===== config.mk =====
export PLATFORM = sky130hd
export DESIGN_NAME = tftp_write_receiver
export DESIGN_NICKNAME = d
export VERILOG_FILES = /design/src/rtl/core/twr_pkg.sv /design/src/rtl/core/twr_in_stage.sv /design/src/rtl/core/twr_engine.sv /design/src/rtl/core/twr_out_stage.sv /design/src/rtl/core/tftp_write_receiver.sv
export VERILOG_INCLUDE_DIRS = /design/src /design/src/rtl/core
export SDC_FILE = /design/constraint.sdc
export NUM_CORES = 1
export LEC_CHECK = 0
export ABC_AREA = 1
export BUFFER_PORTS_ARGS = -buffer_cell sky130_fd_sc_hd__buf_2
export CAP_MARGIN = 20
export CORE_MARGIN = 3
export CORE_UTILIZATION = 40
export DETAILED_ROUTE_END_ITERATION = 10
export SYNTH_ARGS = -nofsm -noshare
export SYNTH_HDL_FRONTEND = slang
export SYNTH_SLANG_ARGS = --single-unit

===== constraint.sdc =====
create_clock -name i_clk -period 4.05 [get_ports i_clk]
set_clock_uncertainty 0.05 [all_clocks]
set_input_delay 0.405 -clock i_clk [delete_from_list [all_inputs] [get_ports i_clk]]
set_output_delay 0.405 -clock i_clk [all_outputs]
set_load 0.005 [all_outputs]

===== src/rtl/core/tftp_write_receiver_macros.svh =====
// Assertion macros for the TFTP write receiver.
`ifndef TFTP_WRITE_RECEIVER_MACROS_SVH
`define TFTP_WRITE_RECEIVER_MACROS_SVH
`ifndef ASSERT_OFF
// Same-cycle implication, checked out of reset.
`define TWR_ASSERT_IMP(label, clk, rst_n, ante, cons) \
    label: assert property (@(posedge clk) disable iff (!(rst_n)) (ante) |-> (cons)) \
        else $error("twr assertion failed");
// Next-cycle implication, checked out of reset.
`define TWR_ASSERT_NXT(label, clk, rst_n, ante, cons) \
    label: assert property (@(posedge clk) disable iff (!(rst_n)) (ante) |=> (cons)) \
        else $error("twr assertion failed");
`else
`define TWR_ASSERT_IMP(label, clk, rst_n, ante, cons)
`define TWR_ASSERT_NXT(label, clk, rst_n, ante, cons)
`endif
`endif


===== src/rtl/core/twr_pkg.sv =====
// Types, constants and codes shared by the TFTP write receiver modules.
package twr_pkg;

    localparam int PORT_W  = 16;
    localparam int OP_W    = 16;
    localparam int BLKN_W  = 16;
    localparam int PLEN_W  = 11;
    localparam int SOP_W   = 3;
    localparam int WOFF_W  = 22;
    localparam int TICK_W  = 16;
    localparam int IDLE_W  = 17;
    localparam int CFG_IDX_W = 1;
    localparam int CFG_DATA_W = 16;

    localparam int BLOCK_BYTES_DEF  = 512;
    localparam int BUFFER_BYTES_DEF = 4194304;

    localparam logic [PORT_W-1:0] OUR_PORT_RST = 16'd69;
    localparam logic [TICK_W-1:0] TIMEOUT_RST  = 16'd1000;

    // configuration register indexes
    localparam logic [CFG_IDX_W-1:0] REG_OUR_PORT = 1'd0;
    localparam logic [CFG_IDX_W-1:0] REG_TIMEOUT  = 1'd1;

    // item kinds
    localparam logic KIND_PACKET = 1'b0;
    localparam logic KIND_TICK   = 1'b1;

    // received opcodes
    localparam logic [OP_W-1:0] OP_RRQ   = 16'd1;
    localparam logic [OP_W-1:0] OP_WRQ   = 16'd2;
    localparam logic [OP_W-1:0] OP_DATA  = 16'd3;
    localparam logic [OP_W-1:0] OP_ERROR = 16'd5;

    // reply opcodes
    localparam logic [SOP_W-1:0] SOP_DATA = 3'd3;
    localparam logic [SOP_W-1:0] SOP_ACK  = 3'd4;

    typedef enum logic [1:0] {
        MODE_LISTEN = 2'd0,
        MODE_WRQ    = 2'd1,
        MODE_DATA   = 2'd2,
        MODE_DONE   = 2'd3
    } t_mode;

    typedef struct packed {
        logic              kind;
        logic [PORT_W-1:0] dest_port;
        logic [PORT_W-1:0] src_port;
        logic [PLEN_W-1:0] packet_len;
        logic [OP_W-1:0]   opcode;
        logic [BLKN_W-1:0] block_number;
    } t_twr_in;

    typedef struct packed {
        logic              send_valid;
        logic [SOP_W-1:0]  send_opcode;
        logic [BLKN_W-1:0] send_number;
        logic [PORT_W-1:0] reply_port;
        logic              write_valid;
        logic [WOFF_W-1:0] write_offset;
        logic [PLEN_W-1:0] write_length;
        logic              overflow;
        logic              done_res;
        logic              restart;
    } t_twr_out;

    typedef struct packed {
        logic [PORT_W-1:0] our_port;
        logic [TICK_W-1:0] timeout_ticks;
    } t_twr_cfg;

endpackage


===== src/rtl/core/twr_in_stage.sv =====
// Input register stage: holds one accepted beat until the engine takes it.
module twr_in_stage (
    input  logic             i_clk,
    input  logic             i_rst_n,
    input  logic             i_valid,
    output logic             o_ready,
    input  twr_pkg::t_twr_in i_data,
    input  logic             i_take,
    output logic             o_valid,
    output twr_pkg::t_twr_in o_data
);
    import twr_pkg::*;

    logic    r_valid;
    t_twr_in r_data;

    // room when empty or when the held beat leaves this cycle
    assign o_ready = !r_valid || i_take;

    always_ff @(posedge i_clk) begin
        if (!i_rst_n) begin
            r_valid <= 1'b0;
        end else if (o_ready) begin
            r_valid <= i_valid;
        end
    end

    always_ff @(posedge i_clk) begin
        if (o_ready && i_valid) begin
            r_data <= i_data;
        end
    end

    assign o_valid = r_valid;
    assign o_data  = r_data;

endmodule


===== src/rtl/core/twr_engine.sv =====
// Session state and the one-pass step logic for packets and timer ticks.
module twr_engine #(
    parameter int BLOCK_BYTES  = twr_pkg::BLOCK_BYTES_DEF,
    parameter int BUFFER_BYTES = twr_pkg::BUFFER_BYTES_DEF
) (
    input  logic              i_clk,
    input  logic              i_rst_n,
    input  logic              i_fire,
    input  twr_pkg::t_twr_in  i_item,
    input  twr_pkg::t_twr_cfg i_cfg,
    output logic              o_has_result,
    output twr_pkg::t_twr_out o_result
);
    import twr_pkg::*;

    localparam int BLK_W = $clog2(BLOCK_BYTES + 1);
    localparam int OFF_W = BLKN_W + BLK_W;
    localparam int BUF_W = $clog2(BUFFER_BYTES + 1);
    localparam int END_W = (OFF_W + 1 > BUF_W) ? OFF_W + 1 : BUF_W;

    t_mode             r_mode,  n_mode;
    logic [PORT_W-1:0] r_peer,  n_peer;
    logic [BLKN_W-1:0] r_cur,   n_cur;
    logic [BLKN_W-1:0] r_prev,  n_prev;
    logic [IDLE_W-1:0] r_idle,  n_idle;
    logic              r_first, n_first;

    logic [IDLE_W-1:0] limit;
    logic [IDLE_W-1:0] idle_inc;
    logic [PLEN_W-1:0] len;
    logic [BLKN_W-1:0] blk_m1;
    logic [OFF_W-1:0]  off;
    logic [END_W-1:0]  off_end;
    logic              over;
    logic              pkt_ok;
    logic              from_wrq;
    t_mode             eff_mode;
    logic [BLKN_W-1:0] eff_prev;
    logic [PORT_W-1:0] eff_peer;
    t_twr_out          res;
    logic              has;

    function automatic t_twr_out make_reply(t_mode m, logic [BLKN_W-1:0] num,
                                            logic [PORT_W-1:0] port);
        t_twr_out r;
        r             = '0;
        r.send_valid  = 1'b1;
        r.send_opcode = (m == MODE_LISTEN) ? SOP_DATA : SOP_ACK;
        r.send_number = num;
        r.reply_port  = port;
        return r;
    endfunction

    // arithmetic that does not depend on the decode
    assign limit    = r_first ? {i_cfg.timeout_ticks, 1'b0} : {1'b0, i_cfg.timeout_ticks};
    assign idle_inc = (&r_idle) ? r_idle : r_idle + IDLE_W'(1);
    assign len      = i_item.packet_len - PLEN_W'(4);
    assign blk_m1   = i_item.block_number - BLKN_W'(1);
    assign off      = OFF_W'(blk_m1) * OFF_W'(BLOCK_BYTES);
    assign off_end  = END_W'(off) + END_W'(len);
    // block zero gives a negative offset
    assign over     = (i_item.block_number == '0) || (off_end > END_W'(BUFFER_BYTES));
    assign pkt_ok   = (i_item.dest_port == i_cfg.our_port)
                   && ((r_mode == MODE_LISTEN) || (i_item.src_port == r_peer))
                   && (i_item.packet_len >= PLEN_W'(2));
    assign from_wrq = (r_mode == MODE_WRQ);
    assign eff_mode = from_wrq ? MODE_DATA : r_mode;
    assign eff_prev = from_wrq ? '0 : r_prev;
    assign eff_peer = from_wrq ? i_item.src_port : r_peer;

    always_comb begin
        n_mode  = r_mode;
        n_peer  = r_peer;
        n_cur   = r_cur;
        n_prev  = r_prev;
        n_idle  = r_idle;
        n_first = r_first;
        res     = '0;
        has     = 1'b0;
        if (i_fire) begin
            if (i_item.kind == KIND_TICK) begin
                if (r_mode != MODE_DONE) begin
                    n_idle = idle_inc;
                    if (idle_inc >= limit) begin
                        n_idle  = '0;
                        n_first = 1'b0;
                        res     = make_reply(r_mode, r_cur, r_peer);
                        has     = 1'b1;
                    end
                end
            end else if (pkt_ok) begin
                case (i_item.opcode)
                    OP_RRQ: begin
                        n_peer = i_item.src_port;
                        n_cur  = BLKN_W'(1);
                        n_mode = MODE_LISTEN;
                        res    = make_reply(MODE_LISTEN, BLKN_W'(1), i_item.src_port);
                        has    = 1'b1;
                    end
                    OP_WRQ: begin
                        n_peer = i_item.src_port;
                        n_cur  = '0;
                        n_mode = MODE_WRQ;
                        res    = make_reply(MODE_WRQ, '0, i_item.src_port);
                        has    = 1'b1;
                    end
                    OP_ERROR: begin
                        n_mode      = MODE_LISTEN;
                        n_cur       = '0;
                        n_idle      = '0;
                        n_first     = 1'b1;
                        res.restart = 1'b1;
                        has         = 1'b1;
                    end
                    OP_DATA: begin
                        if ((r_mode != MODE_DONE) && (i_item.packet_len >= PLEN_W'(4))) begin
                            n_cur  = i_item.block_number;
                            n_mode = eff_mode;
                            n_peer = eff_peer;
                            n_prev = eff_prev;
                            if (from_wrq && (i_item.block_number != BLKN_W'(1))) begin
                                // bad first block
                                n_mode      = MODE_LISTEN;
                                n_cur       = '0;
                                n_idle      = '0;
                                n_first     = 1'b1;
                                res.restart = 1'b1;
                                has         = 1'b1;
                            end else if (i_item.block_number != eff_prev) begin
                                n_prev  = i_item.block_number;
                                n_idle  = '0;
                                n_first = 1'b0;
                                res     = make_reply(eff_mode, i_item.block_number, eff_peer);
                                has     = 1'b1;
                                if (over) begin
                                    res.overflow = 1'b1;
                                end else begin
                                    res.write_valid  = 1'b1;
                                    res.write_offset = WOFF_W'(off);
                                    res.write_length = len;
                                end
                                if (len < PLEN_W'(BLOCK_BYTES)) begin
                                    res.done_res = 1'b1;
                                    n_mode       = MODE_DONE;
                                end
                            end
                        end
                    end
                    default: begin
                        has = 1'b0;
                    end
                endcase
            end
        end
    end

    always_ff @(posedge i_clk) begin
        if (!i_rst_n) begin
            r_mode  <= MODE_LISTEN;
            r_peer  <= '0;
            r_cur   <= '0;
            r_prev  <= '0;
            r_idle  <= '0;
            r_first <= 1'b1;
        end else begin
            r_mode  <= n_mode;
            r_peer  <= n_peer;
            r_cur   <= n_cur;
            r_prev  <= n_prev;
            r_idle  <= n_idle;
            r_first <= n_first;
        end
    end

    assign o_has_result = has;
    assign o_result     = res;

endmodule


===== src/rtl/core/twr_out_stage.sv =====
// Result register: one beat held for the consumer, refilled as it drains.
module twr_out_stage (
    input  logic              i_clk,
    input  logic              i_rst_n,
    input  logic              i_load,
    input  twr_pkg::t_twr_out i_data,
    output logic              o_free,
    output logic              o_valid,
    input  logic              i_ready,
    output twr_pkg::t_twr_out o_data
);
    import twr_pkg::*;

    logic     r_valid;
    t_twr_out r_data;

    assign o_free = !r_valid || i_ready;

    always_ff @(posedge i_clk) begin
        if (!i_rst_n) begin
            r_valid <= 1'b0;
        end else if (o_free) begin
            r_valid <= i_load;
        end
    end

    always_ff @(posedge i_clk) begin
        if (o_free && i_load) begin
            r_data <= i_data;
        end
    end

    assign o_valid = r_valid;
    assign o_data  = r_data;

endmodule


===== src/rtl/core/tftp_write_receiver.sv =====
// Top level of the TFTP write receiver: config registers and stage wiring.
//
// Channel  Dir  Handshake                 Beat
// in       in   i_in_valid / o_in_ready   packet header or timer tick (t_twr_in)
// out      out  o_out_valid / i_out_ready reply / write / flags (t_twr_out)
// cfg      in   i_cfg_we                  i_cfg_idx selects, i_cfg_data value
//
// One beat per cycle sustained while the output is not stalled. An accepted
// beat lands in the input register; once the result register has room, the
// step logic updates the session state and loads the result register.
// Synchronous active-low reset empties both stages and returns the session to
// listening with port 69 and a 1000 tick timeout.
// A stalled output holds the input register; upstream stalls only once both
// the input and result registers are full. Beats that give no result leave
// nothing in the result register.
`include "tftp_write_receiver_macros.svh"

module tftp_write_receiver #(
    parameter int BLOCK_BYTES  = twr_pkg::BLOCK_BYTES_DEF,
    parameter int BUFFER_BYTES = twr_pkg::BUFFER_BYTES_DEF
) (
    input  logic                                i_clk,
    input  logic                                i_rst_n,
    input  logic                                i_in_valid,
    output logic                                o_in_ready,
    input  twr_pkg::t_twr_in                    i_in_data,
    output logic                                o_out_valid,
    input  logic                                i_out_ready,
    output twr_pkg::t_twr_out                   o_out_data,
    input  logic                                i_cfg_we,
    input  logic [twr_pkg::CFG_IDX_W-1:0]       i_cfg_idx,
    input  logic [twr_pkg::CFG_DATA_W-1:0]      i_cfg_data
);
    import twr_pkg::*;

    logic [PORT_W-1:0] r_port;
    logic [TICK_W-1:0] r_timeout;
    t_twr_cfg          cfg;

    logic     st_valid;
    t_twr_in  st_data;
    logic     out_free;
    logic     fire;
    logic     has_result;
    t_twr_out result;

    // config writes are to be made only while idle, so no shadowing is needed; the block does not enforce it
    always_ff @(posedge i_clk) begin
        if (!i_rst_n) begin
            r_port    <= OUR_PORT_RST;
            r_timeout <= TIMEOUT_RST;
        end else if (i_cfg_we) begin
            case (i_cfg_idx)
                REG_OUR_PORT: r_port    <= PORT_W'(i_cfg_data);
                REG_TIMEOUT:  r_timeout <= TICK_W'(i_cfg_data);
                default:      r_port    <= r_port;
            endcase
        end
    end

    assign cfg.our_port      = r_port;
    assign cfg.timeout_ticks = r_timeout;

    // the held beat is processed once the result register has room
    assign fire = st_valid && out_free;

    twr_in_stage u_in (
        .i_clk   (i_clk),
        .i_rst_n (i_rst_n),
        .i_valid (i_in_valid),
        .o_ready (o_in_ready),
        .i_data  (i_in_data),
        .i_take  (fire),
        .o_valid (st_valid),
        .o_data  (st_data)
    );

    twr_engine #(
        .BLOCK_BYTES  (BLOCK_BYTES),
        .BUFFER_BYTES (BUFFER_BYTES)
    ) u_engine (
        .i_clk        (i_clk),
        .i_rst_n      (i_rst_n),
        .i_fire       (fire),
        .i_item       (st_data),
        .i_cfg        (cfg),
        .o_has_result (has_result),
        .o_result     (result)
    );

    twr_out_stage u_out (
        .i_clk   (i_clk),
        .i_rst_n (i_rst_n),
        .i_load  (fire && has_result),
        .i_data  (result),
        .o_free  (out_free),
        .o_valid (o_out_valid),
        .i_ready (i_out_ready),
        .o_data  (o_out_data)
    );

    // a held beat that cannot move stays held
    `TWR_ASSERT_NXT(a_hold_in, i_clk, i_rst_n, st_valid && !out_free, st_valid)
    // results only come from a processed beat
    `TWR_ASSERT_IMP(a_res_fire, i_clk, i_rst_n, has_result, fire)
    // a restart carries no reply and no write
    `TWR_ASSERT_IMP(a_restart, i_clk, i_rst_n, o_out_valid && o_out_data.restart,
        !o_out_data.send_valid && !o_out_data.write_valid && !o_out_data.done_res)
    // every data block outcome is acknowledged
    `TWR_ASSERT_IMP(a_ack, i_clk, i_rst_n,
        o_out_valid && (o_out_data.write_valid || o_out_data.overflow),
        o_out_data.send_valid && !(o_out_data.write_valid && o_out_data.overflow))
    // unused reply fields read zero
    `TWR_ASSERT_IMP(a_zero, i_clk, i_rst_n, o_out_valid && !o_out_data.send_valid,
        o_out_data.send_opcode == '0 && o_out_data.reply_port == '0)

endmodule

==> metrics, run 1 <==
DRT antenna net count 0; Most used DFF post-synth edfxtp_1; Syn Inst Count 1,559; post-layout min period 3732 ps; area delta synth->final 24.40%; Die ar. 0.03360 mm^2; slew margin rel. 36.01%; total track usage 19.39%; largest net degree at the start of global routing 50; synthesized area per cell 8.066 um^2; Cell Pwr Density 368.0 mW/mm^2; R2R Path End u_out.o_data[44]$_SDFFCE_PN0P_; Row Count 64; CP Max Fanout 16; Hold WC Path Type input pin to register; mux share of post-synthesis cell area 0.6368%; dpl hpwl 23,310 um; hold slack final 40.51 ps; I/O Pins 173; Hold Path End r_timeout[5]$_SDFFE_PN1P_; Final Cycle Share 92.16%; clock buffer depth 3; Fillers 2,902; antenna diode count 0; Worst Hold Depth 3; DRT iter0 DRCs 665; Peak supply drop 0.3390 mV; Synth Area in XOR/XNOR 3.483%; Worst Setup End Kind register; final setup vio count 0; Final Hold Viols 0; Via density 4.978; wire per inst 15.08 um; Yosys reg bits 241; Clk Latency, worst-skew pair 540 ps; Leak Pwr 0.006668 uW; max frequency 267.9 MHz; Slew Limit Fails 0; Worst Path Required 4280 ps; Worst EP arrival 3960 ps; register area share after synthesis 49.43%; Die Y 183.3 um; final wirelength 33,460 um; core footprint 0.03075 mm^2; simple-gate portion of the synthesized area 28.37%; number of synthesized flops with an enable pin 139; vias 11,050; fin cells 2,219; I/O Buffers 163; measured slew at the worst slew-check pin 959.8 ps; final worst setup slack 317.6 ps; Post-Synth Adder-Cell Area 2.746%; Synth Area in Compound Gates 8.706%; nets 1,927; ys async rst share 0%; hold path startpoint i_cfg_data[5]; gr ovfl total 0; largest family of logic cells by synthesized area simple AND/OR/NAND/NOR gates; first-pass GRT wire length 53,610 um; Setup Buffers After CTS 0; Chip Width 183.3 um; Register-to-Register Path Depth 20; DRC Markers 0; final core utilization 50.87%; status complete, no violations; router iterations before antenna repair 5; Post-Syn Area 0.01257 mm^2; post-synth cell types 44; Worst R2R Setup Slack 320 ps; layout cells sized above 1 16.84%; H-Tree Depth 1; Initial Utilization 40.89%; clock slew at reported path FFs 60 ps; r2r startpoint u_engine.r_idle[0]$_SDFFE_PN0P_; clk sinks 241; dpl ws 245.1 ps; vias in the first global route 10,650; Startpoint Class register; commonest non-fill, non-tap cell in the layout nand2_1; most frequent cells in the layout 435 x nand2_1, 169 x nor2_1, 163 x buf_2; CTS tree built; synth warn 0; TritonCTS Buffers 27; cell count after placement 2,091; Max Cap Viol 0; Final Wtd Congestion 0.9006; Root Driver clkbuf_16; antenna violations before repair 0; critical path type register to register
worst max-delay path, cell delays in order (launching register included):
cell	delay, ps
dfxtp_1	400
ha_1	190
nand2_1	110
nor2_2	160
nand2_1	110
nor2_1	140
nand2_1	150
buf_4	200
o21ai_0	140
ha_1	320
a21oi_1	130
nor2_1	60
o21ai_0	150
nand3_1	90
nand2_1	60
nand4_1	220
a21oi_2	220
nor2_1	60
nand2_1	140
clkinvlp_4	130
buf_4	230
layout make-up:
class	instances	area, um^2	share of cell area [%]
Multi-Input combinational cell	1125	5603	35.82
Timing Repair Buffer	266	1822	11.65
Clock inverter	3	43.79	0.2800
Inverter	141	534.3	3.415
Tap cell	396	495.5	3.167
Clock buffer	47	928.4	5.935
Sequential cell	241	6216	39.74
cells in the mapped netlist (3+ instances only):
| master | number | area [um^2] |
|---|---|---|
| buf_2 | 12 | 60.06 |
| o21ai_0 | 84 | 420.4 |
| nand2_2 | 9 | 56.30 |
| or2_2 | 9 | 56.30 |
| nor4_1 | 5 | 31.28 |
| inv_1 | 132 | 495.5 |
| nor3_1 | 12 | 60.06 |
| buf_1 | 6 | 22.52 |
| nand4_1 | 48 | 300.3 |
| mux2i_1 | 8 | 80.08 |
| a21oi_1 | 90 | 450.4 |
| inv_2 | 6 | 22.52 |
| nor2_4 | 9 | 101.4 |
| nor2_2 | 24 | 150.1 |
| clkinv_1 | 3 | 11.26 |
| buf_4 | 11 | 82.58 |
| o21ai_1 | 9 | 45.04 |
| o22ai_1 | 17 | 106.4 |
| nand3_1 | 91 | 455.4 |
| clkbuf_1 | 30 | 112.6 |
| edfxtp_1 | 139 | 4174 |
| nand2_1 | 435 | 1633 |
| dfxtp_1 | 102 | 2042 |
| xor2_1 | 28 | 245.2 |
| ha_1 | 26 | 325.3 |
| nor2_1 | 170 | 638.1 |
| xnor2_1 | 22 | 192.7 |
what timing repair did:
action                                  4_1_cts  5_1_grt
endpoints found under the hold margin        76        0
hold buffers                                 76        0
endpoints found under the setup margin        0       84
resized for setup                             0        7
worst max-delay path by stage:
stage                                    startpoint                             end  slack [ps]
global route        u_engine.r_idle[0]$_SDFFE_PN0P_   u_out.o_data[0]$_SDFFCE_PP0P_         -20
finish              u_engine.r_idle[0]$_SDFFE_PN0P_  u_out.o_data[44]$_SDFFCE_PN0P_         320
floorplan           u_engine.r_idle[0]$_SDFFE_PN0P_   u_out.o_data[0]$_SDFFCE_PP0P_         100
global placement          u_in.o_data[34]$_DFFE_PP_  u_out.o_data[35]$_SDFFCE_PP0P_         330
detailed placement        u_in.o_data[34]$_DFFE_PP_  u_out.o_data[23]$_SDFFCE_PP0P_         250
CTS                       u_in.o_data[34]$_DFFE_PP_  u_out.o_data[23]$_SDFFCE_PP0P_         220
state kept, by name (all words and copies together) (netlist names):
name	count
u_out.o_valid	1
u_out.o_data	63
r_timeout	16
u_engine.r_cur	16
r_port	16
u_engine.r_peer	16
u_in.o_valid	1
u_engine.r_mode	2
u_engine.r_first	1
u_engine.r_idle	17
u_in.o_data	76
u_engine.r_prev	16
metrics by stage:
stage	total power [uW]	setup TNS (ps)	cell area, um^2
3_3_place_gp	3142	0	13840
3_5_place_dp	3148	0	13840
6_report	5757	0	15640
5_1_grt	5972	-953.6	15640
4_1_cts	5805	0	15570
2_1_floorplan	3008	0	12610
logic make-up after synthesis:
logic type	after synthesis
fa+ha+maj	27
mux	8
simple gates	821
other cells	1
buf+inv	202
compound gates	209
xor+xnor	50
flops	241
metal layers:
layer | wire, um | share of wire [%] | up-vias | GRT usage (%)
met5 | 0 | 0 | - | 0
met4 | 847 | 2.5 | 0 | 5.088
met3 | 1769 | 5.3 | 52 | 2.737
met2 | 15750 | 47 | 306 | 33.57
met1 | 15100 | 45 | 5039 | 25.64
li1 | - | - | 5650 | -
power by group:
group          total (uW)  internal [uW]  switching, uW
logic                 443            187            256
registers            2720           2660           55.3
clock network        2600           1620            982
(Power assumes the default switching activity.)
==> run 2, diff against run 1 <==
Settings changed: HOLD_SLACK_MARGIN set to 0.08.
==> run 2 against run 1 <==
  * Total power grew 0.36%
  * Utilization grew 0.39 points
  * Sequential power is essentially flat
==> metrics, run 2 (synthesis results as in run 1) <==
gr ovfl total 0 (unchanged); Register-to-Register Path Depth 20 (unchanged); CP Buf/Inv Count 3 (unchanged); Comb power frac 7.9% (+0.2 points); Max Cap Viol 0 (unchanged); dpl hpwl 23,310 um (unchanged); CP max stage cell dfxtp_1; layout cells sized above 1 16.73% (-0.11 points); Peak supply drop 0.3843 mV (+13%); Clk pwr share 45.1% (about the same); crit path from u_engine.r_idle[0]$_SDFFE_PN0P_; Root Driver clkbuf_16; Leak Pwr 0.006718 uW (+0.75%); status complete, no violations; fin cells 2,231 (+0.54%); nets 1,939 (+0.62%); clk sinks 241 (unchanged); CP Cell Sequence ha_1, nand2_1, nor2_2, nand2_1, nor2_1, nand2_1, buf_4, o21ai_0, ha_1, a21oi_1, nor2_1, o21ai_0, nand3_1, nand2_1, nand4_1, a21oi_2, nor2_1, nand2_1, clkinvlp_4, buf_4; most frequent cells in the layout 435 x nand2_1, 169 x nor2_1, 163 x buf_2; Fillers 2,882 (-0.69%); max frequency 267.3 MHz (-0.23%); largest net degree at the start of global routing 50 (unchanged); internal power 4471 uW (+0.17%); crit-path most repeated cell nand2_1; Worst Path Required 4280 ps (about the same); DRT iter0 DRCs 714 (+7.4%); r2r startpoint u_engine.r_idle[0]$_SDFFE_PN0P_; commonest non-fill, non-tap cell in the layout nand2_1; Slew Limit Fails 0 (unchanged); clock slew at reported path FFs 60 ps (about the same); CP Max Fanout 16 (unchanged); measured slew at the worst slew-check pin 966.9 ps (+7.090 ps); Die ar. 0.03360 mm^2 (unchanged); DRT antenna net count 0 (unchanged); Hold WC Path Type input pin to register; Clk Latency, worst-skew pair 540 ps (about the same); Row Count 64 (unchanged); Largest register FFs 76 (unchanged); CP endpoint u_out.o_data[44]$_SDFFCE_PN0P_; Switching Share 22.61% (+0.14 points); final worst setup slack 308.9 ps (-8.702 ps); CTS tree built; vias in the first global route 10,800 (+1.4%); Critical Path Max Stage Delay 400 ps (about the same); I/O Pins 173 (unchanged); first-pass GRT wire length 54,390 um (+1.5%); switching pwr 1306 uW (+0.99%); TritonCTS Buffers 27 (unchanged); R2R Path End u_out.o_data[44]$_SDFFCE_PN0P_; Worst EP arrival 3970 ps (about the same); Final Cycle Share 92.37% (+0.21 points); crit-path leading delay family simple AND/OR/NAND/NOR gates; wire per inst 15.21 um (+0.87%); antenna violations before repair 0 (unchanged); Chip Width 183.3 um (unchanged); critical path type register to register; hold slack final 104.7 ps (+64.18 ps); cell count after placement 2,091 (unchanged); Crit path depth 20 (unchanged); DRC Markers 0 (unchanged); Worst R2R Setup Slack 310 ps (about the same); router iterations before antenna repair 5 (unchanged); post-layout min period 3741 ps (+8.702 ps); total track usage 19.64% (+0.25 points); Die Y 183.3 um (unchanged); core footprint 0.03075 mm^2 (unchanged); Reg power frac 47.0% (-0.2 points); clock buffer depth 3 (unchanged); Final Hold Viols 0 (unchanged); slew margin rel. 35.54% (-0.47 points); area delta synth->final 25.35%; final wirelength 33,930 um (+1.4%); antenna diode count 0 (unchanged); final setup vio count 0 (unchanged); vias 11,100 (+0.46%); I/O Buffers 163 (unchanged); Setup Buffers After CTS 0 (unchanged); H-Tree Depth 1 (unchanged); Startpoint Class register; Cell Pwr Density 366.5 mW/mm^2 (-0.41%); Final Wtd Congestion 0.9006 (unchanged); Initial Utilization 40.89% (unchanged); Via density 4.974 (about the same); Worst Setup End Kind register; Worst Hold Depth 3 (unchanged); dpl ws 245.1 ps (unchanged)
run 2: timing repair:
action,4_1_cts,5_1_grt
hold endpoints to repair,93,0
resized for setup,0,7
hold buffers,88,0
setup endpoints to repair,0,75
run 2: final cells by class:
type / instances / area, um^2 / area share (%)
clock inverter: 3 / 43.79 / 0.2778
sequential: 241 / 6216 / 39.43
clock buffer: 47 / 928.4 / 5.890
multi-input combinational: 1125 / 5603 / 35.55
inverter: 141 / 534.3 / 3.389
timing repair buffer: 278 / 1942 / 12.32
tap: 396 / 495.5 / 3.143
run 2: worst min-delay path by stage:
stage / from / to / slack, ps
finish: i_cfg_data[10] / r_port[10]$_SDFFE_PN0P_ / 100
global route: i_cfg_data[10] / r_port[10]$_SDFFE_PN0P_ / 110
CTS: i_cfg_data[10] / r_port[10]$_SDFFE_PN0P_ / 90
detailed placement: u_engine.r_prev[1]$_SDFFE_PN0P_ / u_engine.r_prev[1]$_SDFFE_PN0P_ / 410
global placement: u_engine.r_prev[2]$_SDFFE_PN0P_ / u_engine.r_prev[2]$_SDFFE_PN0P_ / 400
floorplan: u_engine.r_prev[2]$_SDFFE_PN0P_ / u_engine.r_prev[2]$_SDFFE_PN0P_ / 390
run 2: power groups by stage:
stage | registers, uW | logic [uW] | clock network (uW)
4_1_cts | 2720 | 448 | 2650
6_report | 2720 | 454 | 2610
3_5_place_dp | 2770 | 380 | 0
2_1_floorplan | 2750 | 257 | 0
3_3_place_gp | 2770 | 375 | 0
5_1_grt | 2720 | 512 | 2750
run 2: stage by stage:
step                util [%]  instance area, um^2  total power (uW)  setup TNS [ps]
global route           51.26                15760              5986          -843.5
floorplan                  -                12610              3008               0
global placement       45.01                13840              3142               0
detailed placement     45.01                13840              3148               0
finish                 51.26                15760              5777               0
CTS                    51.04                15690              5814               0
run 2: layer usage:
| layer | global-route usage, % | wire (um) | up-vias | share of wire (%) |
|---|---|---|---|---|
| met1 | 25.80 | 15130 | 5066 | 45 |
| met2 | 34.27 | 16210 | 311 | 48 |
| met4 | 5.058 | 834 | 0 | 2.5 |
| met3 | 2.737 | 1751 | 51 | 5.2 |
| li1 | - | - | 5670 | - |
| met5 | 0 | 0 | - | 0 |
run 2: tightest hold or removal path, cell delays in order:
cell	delay, ps
buf_2	100
nor2_1	60
nor2_1	90
